File: src/rtl/core/sorted_key_group_insert_unit_assert.svh
// assertion macros for the sorted key group insert unit
`ifndef SORTED_KEY_GROUP_INSERT_UNIT_ASSERT_SVH
`define SORTED_KEY_GROUP_INSERT_UNIT_ASSERT_SVH

`ifndef SYNTHESIS

// same-cycle implication, checked at every rising edge out of reset
`define SKGI_ASSERT_NOW(lbl, clk, rst, ante, cons) \
  lbl: assert property (@(posedge clk) disable iff (rst) (ante) |-> (cons)) \
    else $error("skgi check failed");

// next-cycle implication
`define SKGI_ASSERT_NEXT(lbl, clk, rst, ante, cons) \
  lbl: assert property (@(posedge clk) disable iff (rst) (ante) |=> (cons)) \
    else $error("skgi check failed");

`else

`define SKGI_ASSERT_NOW(lbl, clk, rst, ante, cons)
`define SKGI_ASSERT_NEXT(lbl, clk, rst, ante, cons)

`endif

`endif

File: src/rtl/core/skgi_pkg.sv
`default_nettype none

package skgi_pkg;

  // fixed field widths
  localparam int KEY_W  = 32;
  localparam int USER_W = 12;

  // default sizes
  localparam int TABLE_DEPTH_DEF     = 1024;
  localparam int MAX_USER_NUMBER_DEF = 4095;

  // cells per group in the first level of the match reduction
  localparam int GROUP_SIZE = 32;

  // sequencer states
  typedef enum logic [2:0] {
    ST_IDLE,
    ST_CMP,
    ST_RED1,
    ST_RED2,
    ST_UPD
  } state_t;

  // control handed to every cell of the chain
  typedef struct packed {
    logic cmp_en;
    logic upd_en;
    logic found;
    logic full;
  } cell_ctrl_t;

endpackage

`default_nettype wire

File: src/rtl/core/skgi_cell.sv
`default_nettype none

module skgi_cell #(
  parameter int IDX   = 0,
  parameter int CNT_W = 11
) (
  input  wire logic                              clk,
  input  wire skgi_pkg::cell_ctrl_t              ctrl,
  input  wire logic signed [skgi_pkg::KEY_W-1:0] new_key,
  input  wire logic [skgi_pkg::USER_W-1:0]       new_user,
  input  wire logic [CNT_W-1:0]                  count,
  input  wire logic signed [skgi_pkg::KEY_W-1:0] left_key,
  input  wire logic [skgi_pkg::USER_W-1:0]       left_head,
  input  wire logic                              left_lt,
  output logic signed [skgi_pkg::KEY_W-1:0]      key,
  output logic [skgi_pkg::USER_W-1:0]            head,
  output logic                                   lt,
  output logic                                   eq,
  output logic                                   sel
);

  localparam logic [CNT_W-1:0] MY_IDX = CNT_W'(IDX);

  logic occ;
  logic at_end;

  // occupancy follows from the entry count
  assign occ    = (MY_IDX < count);
  assign at_end = (MY_IDX == count);

  // first cell whose key is not below the new key, or the free cell past the end
  assign sel = (occ ? !lt : at_end) && left_lt;

  // compare flags, loaded once per word
  always_ff @(posedge clk) begin
    if (ctrl.cmp_en) begin
      lt <= occ && (key < new_key);
      eq <= occ && (key == new_key);
    end
  end

  // head update on a hit, insert or shift up on a new key
  always_ff @(posedge clk) begin
    if (ctrl.upd_en) begin
      if (ctrl.found) begin
        if (eq) begin
          head <= new_user;
        end
      end else if (!ctrl.full) begin
        if (sel) begin
          key  <= new_key;
          head <= new_user;
        end else if ((occ || at_end) && !left_lt) begin
          key  <= left_key;
          head <= left_head;
        end
      end
    end
  end

endmodule

`default_nettype wire

File: config.mk
export PLATFORM = sky130hd
export DESIGN_NAME = skgi_cell
export DESIGN_NICKNAME = d
export VERILOG_FILES = /design/src/rtl/core/sorted_key_group_insert_unit_assert.svh /design/src/rtl/core/skgi_pkg.sv /design/src/rtl/core/skgi_cell.sv
export SDC_FILE = /design/constraint.sdc
export NUM_CORES = 1
export LEC_CHECK = 0
export ABC_AREA = 1
export BUFFER_PORTS_ARGS = -buffer_cell sky130_fd_sc_hd__buf_2
export CORE_ASPECT_RATIO = 1.1
export CORE_UTILIZATION = 41
export CTS_BUF_LIST = sky130_fd_sc_hd__clkbuf_4 sky130_fd_sc_hd__clkbuf_8 sky130_fd_sc_hd__clkbuf_16
export CTS_CLUSTER_DIAMETER = 60
export CTS_CLUSTER_SIZE = 24
export DETAILED_ROUTE_END_ITERATION = 6
export GPL_TIMING_DRIVEN = 0
export PLACE_DENSITY = 0.86
export SETUP_SLACK_MARGIN = 0.15
export SYNTH_ARGS = -nofsm -noshare
export SYNTH_HDL_FRONTEND = slang
export SYNTH_SLANG_ARGS = --single-unit
File: constraint.sdc
create_clock -name clk -period 2 [get_ports clk]
set_clock_uncertainty 0.05 [all_clocks]
set_input_delay 0.2 -clock clk [delete_from_list [all_inputs] [get_ports clk]]
set_output_delay 0.2 -clock clk [all_outputs]
set_load 0.005 [all_outputs]
==> impl_results.md, run 1 <==
* R2R depth at 12
* Die Span X at 81.8 um
* Initial Util at 43.1%
* DR top layer: met4
* Hold Vio Cnt, Final at 0
* Remaining DRCs at 0
* Share of cells above drive strength 1 at 42.1%
* Final min period at 1.78 ns
* Mux cell area share after synthesis at 6.01%
* Yosys reg bits at 46
* Placement Rows at 31
* Synthesized area at 0.00287 mm^2
* Ranking of synthesized cells by area: edfxtp_1, ha_1, nand2_1
* Worst path depth at 12
* Final ANT Viol Nets at 0
* H-tree lvl count at 2
* Cts hold-fix bufs at 0
* N_diodes at 0
* CP Capture Point: lt
* Most used cell, CP: nand2_1
* Post-synth cell types at 22
* Post-synthesis compound-gate area fraction at 9.40%
* CTS tree: done
* Post-Synth Adder-Cell Area at 13.9%
* Wl on met1 at 2950 um
* Post-synthesis average cell area at 9.55 um^2
* Main combinational cell family by area after synthesis: simple AND/OR/NAND/NOR gates
* Drt via density at 4.75
* Final GP Congestion at 0.754
* Initial antenna violation count at 0
* Proportion of synthesized chip area in sequential cells at 48.1%
* Root buf cell: clkbuf_8
* Grt ovf at 0
* Clock sink count at 46
* LEAKAGE at 2.05 nW
* Area leader, netlist: edfxtp_1
* Max-slew violations at 0
* Final setup violation count at 0
* Slowest-stage cell, CP: edfxtp_1
* Top cell type's share of synthesized area at 48.1%
* PD cells at 581 mW/mm^2
* Placed insts at 534
* Critical Path Sink Type: register
* Crit start category: register
* Status: finished, final reports clean
* Global-route usage over all layers at 19.9%
* Post-Synth Simple-Gate Area at 14.5%
* Met3 wire length at 369 um
* Vias in the first global route at 2622
* Crit-path max FO at 2
* Die area at 0.00735 mm^2
* Worst min path class: input port to register
* Met2 routed WL at 4000 um
* Worst path max stage delay at 0.45 ns
* Io pins at 152
* F_max at 561 MHz
* Synth-to-Final Area Change at 37.7%
* Ys Warns at 0
* Worst Tran Pin Value at 0.521 ns
* Max_slew headroom at 65.2%
* 1st-iter DRT viols at 59
* Final critical-path share of the clock period at 89.2%
* DP Wirelength at 5740 um
* Wirelength per Cell at 13.6 um
* Xor and xnor area share after synthesis at 0%
* CP delay by family, top: simple AND/OR/NAND/NOR gates
* RR Endpoint: lt
* Nets at 599
* TritonCTS Buffers at 5
* Core Util, Final at 59.3%
* RSZ-0062 raised after global routing: true
* Cell count after synthesis at 301
* Final std cells w/o fill at 545
* Via count at 2590
* Final WL at 7420 um
* Max-Cap Viols at 0
* VDD IR max at 352 uV
* Clk_lat worst skew at 0.30 ns
* Pre-Repair DR Iteration Count at 4
* First-pass GRT wire length at 11200 um
* CP cell instances: ha_4 -> nand2_1 -> nor2_2 -> nand2_1 -> inv_1 -> nand2_1 -> nand2_2 -> nand2_1 -> nand2_2 -> nand2_1 -> nand2_1 -> nor2_1
* Clk slew on worst S/H paths at 0.10 ns
* I/O Buffers at 151
* Clock tree buffer depth at 2
* Die height at 89.8 um
* Pin count of the biggest net entering global routing at 33
* Worst endpoint data arrival time at 1.80 ns
* Worst path required time at 2.01 ns
* Setup TNS Final at 0 ns
* CORE AREA at 0.00667 mm^2
* Setup crit start: key[13]
* Reg2Reg Setup Slack at 0.22 ns
* Critical path type: register to register
* Crit path buffers/inverters at 1
* Syn_nets at 438
* Critical R2R Launch: key[13]
==> metrics by stage <==
stage | worst slack [ns] | power (mW) | cell area [um^2] | hold WS [ns]
3_5_place_dp | -0.0805 | 1.59 | 3740 | 0.375
3_3_place_gp | -0.0785 | 1.56 | 3740 | 0.369
4_1_cts | 0.184 | 2.29 | 3850 | 0.0622
2_1_floorplan | 0.243 | 1.39 | 2880 | 0.262
6_report | 0.217 | 2.30 | 3960 | 0.0681
5_1_grt | 0.0637 | 2.42 | 3960 | 0.0584
==> placed cells by master, fill, tap and decap left out, types with 4 or more instances in the layout <==
master    Yosys  final
buf_2         1    152
clkbuf_8      0      5
edfxtp_1     46     46
nand2_1      75     73
a21oi_1      14     11
clkbuf_1      5      5
nand2_2       2      4
mux2_4       10     10
ha_1         32     27
nor2_1       19     16
inv_1        47     46
o21ai_0      34     34
ha_4          0      5
==> synth_stat cells (all sizes together) <==
| library cell | n |
|---|---|
| nand2 | 78 |
| nor2 | 19 |
| nand4 | 2 |
| o21ai | 34 |
| buf | 3 |
| and3 | 1 |
| nand3 | 2 |
| inv | 47 |
| or2 | 2 |
| mux2 | 12 |
| a21oi | 14 |
| edfxtp | 46 |
| a21o | 2 |
| ha | 32 |
| clkbuf | 5 |
| o21a | 2 |
==> registers in the layout, indices dropped and copies added, names as in the netlist <==
name / cells
eq: 1
head: 12
key: 32
lt: 1
==> final cells by class <==
cell class	instances	area, um^2
clock inverters	3	43.8
clock buffers	5	68.8
plain buffers	8	55.1
repair buffers	153	771
inverters	47	180
well taps	82	103
multi-input cells	200	1350
repair inverters	1	7.51
fillers	588	2710
flip-flops and latches	46	1380
==> power breakdown <==
| part | total (mW) | internal (mW) | switching (mW) |
|---|---|---|---|
| Clock | 0.713 | 0.375 | 0.338 |
| Sequential | 1.13 | 1.11 | 0.0167 |
| Combinational | 0.456 | 0.227 | 0.230 |
| Total | 2.30 | 1.72 | 0.585 |
==> worst reg2reg max path: cells and delay by family (launching register included) <==
kind | cells | cell delay, ns
flip-flops | 1 | 0.45
adder cells (fa/ha/maj) | 1 | 0.30
AND/OR/NAND/NOR | 10 | 0.69
buffers and inverters | 1 | 0.06
==> routing by layer <==
layer / vias to the layer above / global-route usage [%]
li1: 1322 / -
met1: 1170 / 21.9
met2: 92 / 37.3
met3: 6 / 3.65
met4: 0 / 5.99
met5: - / 0
==> kinds of logic after synthesis <==
logic type                 after synthesis
and+or+nand+nor                        104
DFF                                     46
buffers and inverters                   55
adders and majority gates               32
muxes                                   12
AOI/OAI and AO/OA                       52
==> repair_timing <==
item | CTS | global route
buffers inserted | 0 | 2
endpoints found under the setup margin | 0 | 33
resized for setup | 0 | 14
==> worst min path at each step <==
stage / startpoint / end / slack (ns) / cells past startpoint
2_1_floorplan: ctrl[3] / eq / 0.26 / 0
3_3_place_gp: ctrl[3] / eq / 0.37 / 1
3_5_place_dp: ctrl[3] / eq / 0.38 / 1
4_1_cts: ctrl[3] / eq / 0.06 / 1
5_1_grt: ctrl[3] / eq / 0.06 / 1
6_report: ctrl[3] / eq / 0.07 / 1
Note: power is estimated with default switching activity, not from simulation.
==> run 2, diff against run 1 <==
- CORE_ASPECT_RATIO: 1.1 -> not set
==> impl_results.md, run 2 (synthesis gave the netlist of run 1 again) <==
* Min setup slack post-route at 0.190 ns
* Remaining DRCs at 0
* 1st-iter DRT viols at 68
* Clk_lat worst skew at 0.30 ns
* Commonest non-fill, non-tap cell in the layout: buf_2
* Global-route usage over all layers at 18.3%
* Hold Vio Cnt, Final at 0
* Root buf cell: clkbuf_8
* LEAKAGE at 2.03 nW
* CTS tree: done
* Max-Cap Viols at 0
* Setup TNS Final at 0 ns
* CORE AREA at 0.00679 mm^2
* Pin count of the biggest net entering global routing at 33
* Crit-path max FO at 2
* Post-CTS Setup Repair Bufs at 0
* Final GP Congestion at 0.754
* Initial Util at 42.3%
* Status: finished, final reports clean
* TritonCTS Buffers at 5
* RSZ-0062 raised after global routing: true
* Hold EP: lt
* F_max at 553 MHz
* VDD IR max at 234 uV
* Pre-Repair DR Iteration Count at 4
* Share of cells above drive strength 1 at 39.5%
* Top reg by flops: key
* Io pins at 152
* Fin Hold WS at 0.0752 ns
* Critical R2R Launch: key[23]
* Final WL at 6940 um
* Crit start category: register
* Worst Tran Pin Value at 0.497 ns
* Worst endpoint data arrival time at 1.82 ns
* Wirelength per Cell at 12.5 um
* Worst hold start: ctrl[3]
* Die area at 0.00735 mm^2
* Worst path required time at 2.01 ns
* H-tree lvl count at 2
* Final min period at 1.81 ns
* Placement Rows at 30
* Critical Path Sink Type: register
* Synth-to-Final Area Change at 34.5%
* Vias in the first global route at 2399
* Grt ovf at 0
* Cts hold-fix bufs at 0
* Reg2Reg Setup Slack at 0.19 ns
* PD cells at 555 mW/mm^2
* N_diodes at 0
* Clock sink count at 46
* Total Power at 2.14 mW
* Worst min path class: input port to register
* RR Endpoint: lt
* Commonest cells after routing, fill and taps aside: buf_2, nand2_1, inv_1, edfxtp_1, o21ai_0
* Die height at 85.7 um
* DP Wirelength at 5480 um
* Final ANT Viol Nets at 0
* Hold path cells at 1
* Critical path type: register to register
* Clock tree buffer depth at 2
* Max-slew violations at 0
* Setup crit start: key[23]
* Max_slew headroom at 66.8%
* R2R depth at 10
* I/O Buffers at 151
* Via count at 2513
* Pre-CTS setup slack at -0.127 ns
* Final setup violation count at 0
* Nets at 597
* Final critical-path share of the clock period at 90.5%
* Drt via density at 4.51
* Max FFs per register at 32
* First-pass GRT wire length at 10500 um
* Die Span X at 85.7 um
* Initial antenna violation count at 0
* Top flop regs: key: 32 flops, head: 12 flops
* Clk slew on worst S/H paths at 0.09 ns
run 2: cell types whose count changed in the layout (fill, tap and decap cells not counted), sizes merged:
cell      delta
bufinv       -1
clkinvlp     +1
clkinv       +1
inv          -1
buf          -2
run 2: layer usage:
layer	part of all wire (%)	global-route usage (%)
met5	0	0
met4	1.5	5.45
met3	4.9	3.56
met2	50	33.0
met1	44	22.0
run 2: how the worst max path moves through the flow:
stage | endpoint | slack [ns] | cells past startpoint
after floorplan | key[0] | 0.24 | 7
after global placement | key[18] | -0.07 | 8
after detailed placement | key[18] | -0.13 | 8
after CTS | key[14] | 0.15 | 4
after global routing | lt | 0.03 | 10
final | lt | 0.19 | 10
run 2: timing repair:
item                                    in CTS  in global routing
resized for setup                            0                  4
endpoints found under the setup margin       9                 33
cloned                                       0                  1
run 2: metrics by stage:
stage,instances,instance area (um^2),utilization (%)
3_3_place_gp,548,3750,55.2
6_report,557,3870,56.9
5_1_grt,557,3870,56.9
2_1_floorplan,301,2880,-
4_1_cts,556,3840,56.6
3_5_place_dp,548,3750,55.2
run 2: cell type report:
type,count,area (um^2)
buffer,8,55.1
clock buffer,5,68.8
clock inverter,3,21.3
fill,611,2930
inverter,47,180
multi-input combinational,200,1280
sequential,46,1380
tap,96,120
timing repair buffer,151,756
timing repair inverter,1,7.51
run 2: power breakdown:
group | switching (mW) | internal [mW]
sequential | 0.0146 | 1.11
clock | 0.333 | 0.246
combinational | 0.219 | 0.217
run 2: critical path, stage by stage (launching register included):
cell and delay (ns):
edfxtp_1 0.42, ha_1 0.32, nand2_1 0.08, nor2_1 0.13, nand4_1 0.12, nor2_1 0.17, nand2_1 0.07, nand2_1 0.07
nand2_1 0.05, nand2_1 0.05, nor2_1 0.04
==> run 3, diff against run 2 <==
- CORE_ASPECT_RATIO: not set -> 0.5
==> impl_results.md, run 3 (synthesis gave the netlist of run 1 again) <==
* Status: finished, final reports clean
* Initial antenna violation count at 0
* N_diodes at 0
* Met2 Use GR at 36.5%
* Final min period at 1.85 ns
* Cts hold-fix bufs at 0
* Placed insts at 544
* Die Span X at 120 um
* Worst endpoint data arrival time at 1.85 ns
* Worst min path class: input port to register
* PD cells at 633 mW/mm^2
* Drt via density at 4.77
* Clock tree buffer depth at 2
* Final setup violation count at 0
* Pin count of the biggest net entering global routing at 33
* First-pass GRT wire length at 10700 um
* DP Wirelength at 5450 um
* Io pins at 152
* Clk slew on worst S/H paths at 0.06 ns
* Hold Vio Cnt, Final at 0
* Critical path type: register to register
* Final std cells w/o fill at 554
* Crit start category: register
* Final GP Congestion at 0.816
* Global-route usage over all layers at 18.7%
* Clk_lat worst skew at 0.29 ns
* CTS tree: done
* Worst Tran Pin Value at 0.501 ns
* Worst path max stage delay at 0.39 ns
* TritonCTS Buffers at 5
* Crit-path max FO at 2
* Worst path required time at 1.99 ns
* Top reg by flops: key
* I/O Buffers at 151
* Share of cells above drive strength 1 at 42.0%
* Final critical-path share of the clock period at 92.7%
* GR Layer Usage met3 at 4.54%
* Slowest-stage cell, CP: edfxtp_1
* F_max at 540 MHz
* # fillers at 577
* R2R depth at 8
* Worst path depth at 8
* Placement Rows at 21
* Pre-Repair DR Iteration Count at 4
* Die height at 61.2 um
* VDD IR max at 328 uV
* Max FFs per register at 32
* Root buf cell: clkbuf_16
* Die area at 0.00737 mm^2
* Hold path cells at 1
* Crit path buffers/inverters at 0
* Met1 GRT Util at 20.8%
* Clock sink count at 46
* H-tree lvl count at 2
* Vias in the first global route at 2508
* Most used cell, CP: nor2_2
* Initial Util at 42.7%
* CP delay by family, top: compound AO/OA/AOI/OAI gates
* Grt ovf at 0
* Max_slew headroom at 66.5%
* CORE AREA at 0.00673 mm^2
* Top flop regs: key: 32 flops, head: 12 flops
* Via count at 2641
* LEAKAGE at 2.06 nW
* Fin Hold WS at 0.0821 ns
* Final WL at 7290 um
* Remaining DRCs at 0
* 1st-iter DRT viols at 85
* Critical Path Sink Type: register
* Grt peak-use layer: met2
* Wirelength per Cell at 13.2 um
* CP cell instances: ha_1 -> a21o_1 -> o21ai_1 -> nand2_1 -> a21oi_1 -> nand2_2 -> nor2_2 -> nor2_2
* Nets at 598
* Commonest cells after routing, fill and taps aside: buf_2, nand2_1, inv_1, edfxtp_1, o21ai_0
* Max-Cap Viols at 0
* Max-slew violations at 0
* Final ANT Viol Nets at 0
* Synth-to-Final Area Change at 39.8%
* Setup TNS Final at 0 ns
* Commonest non-fill, non-tap cell in the layout: buf_2
* RSZ-0062 raised after global routing: true
[run 3: changes by cell type in the layout (fill, tap and decap cells not counted), moves of 2 or more]
| cell | before | now |
|---|---|---|
| clkbuf_16 | 0 | 5 |
| clkbuf_8 | 5 | 0 |
| nand2_2 | 2 | 4 |
| nand2_1 | 75 | 73 |
| ha_1 | 31 | 27 |
| ha_4 | 1 | 5 |
| nor2_2 | 1 | 5 |
| nor2_1 | 18 | 14 |
[run 3: worst register-to-register path: stages, from the launching register on]
cell and delay [ns]:
edfxtp_1 0.39, ha_1 0.30, a21o_1 0.20, o21ai_1 0.14, nand2_1 0.08, a21oi_1 0.18, nand2_2 0.11, nor2_2 0.11
nor2_2 0.06
[run 3: final timing paths]
path                               from  endpoint  slack (ns)
worst max register to register  key[19]        lt        0.15
worst min register to register  key[31]        lt        0.78
worst max-delay path            key[19]        lt        0.15
worst min-delay path            ctrl[3]        lt        0.08
[run 3: routing by layer]
layer | part of all wire [%] | routed length (um)
met5 | 0 | 0
met4 | 1.3 | 95
met3 | 5.3 | 387
met2 | 53 | 3860
met1 | 40 | 2950
[run 3: final cells by class]
| cell class | instances | area (um^2) | share of cell area (%) |
|---|---|---|---|
| clock inverter | 3 | 45.0 | 1.12 |
| timing repair buffer | 152 | 763 | 19.0 |
| inverter | 47 | 180 | 4.48 |
| clock buffer | 5 | 125 | 3.11 |
| multi-input combinational | 200 | 1350 | 33.5 |
| sequential | 46 | 1380 | 34.4 |
| tap | 92 | 115 | 2.87 |
| timing repair inverter | 1 | 7.51 | 0.187 |
| buffer | 8 | 55.1 | 1.37 |
[run 3: what timing repair did]
| item | in CTS | in global routing |
|---|---|---|
| gates resized for setup | 1 | 15 |
| setup buffers | 1 | 0 |
| endpoints found under the setup margin | 1 | 33 |
| cloned | 0 | 1 |
| pin swaps | 0 | 3 |
[run 3: report_power, final]
group	internal, mW	switching, mW
Clock	0.589	0.365
Sequential	1.12	0.0158
Combinational	0.227	0.230
Total	1.93	0.611
[run 3: per-stage QoR]
step,utilization (%),setup WS (ns),instance area [um^2],total power [mW]
final,59.7,0.147,4020,2.54
after global routing,59.7,0.0297,4020,2.67
after CTS,58.4,0.158,3930,2.53
after detailed placement,55.7,-0.141,3750,1.58
after global placement,55.7,-0.104,3750,1.56
after floorplan,-,0.243,2880,1.39
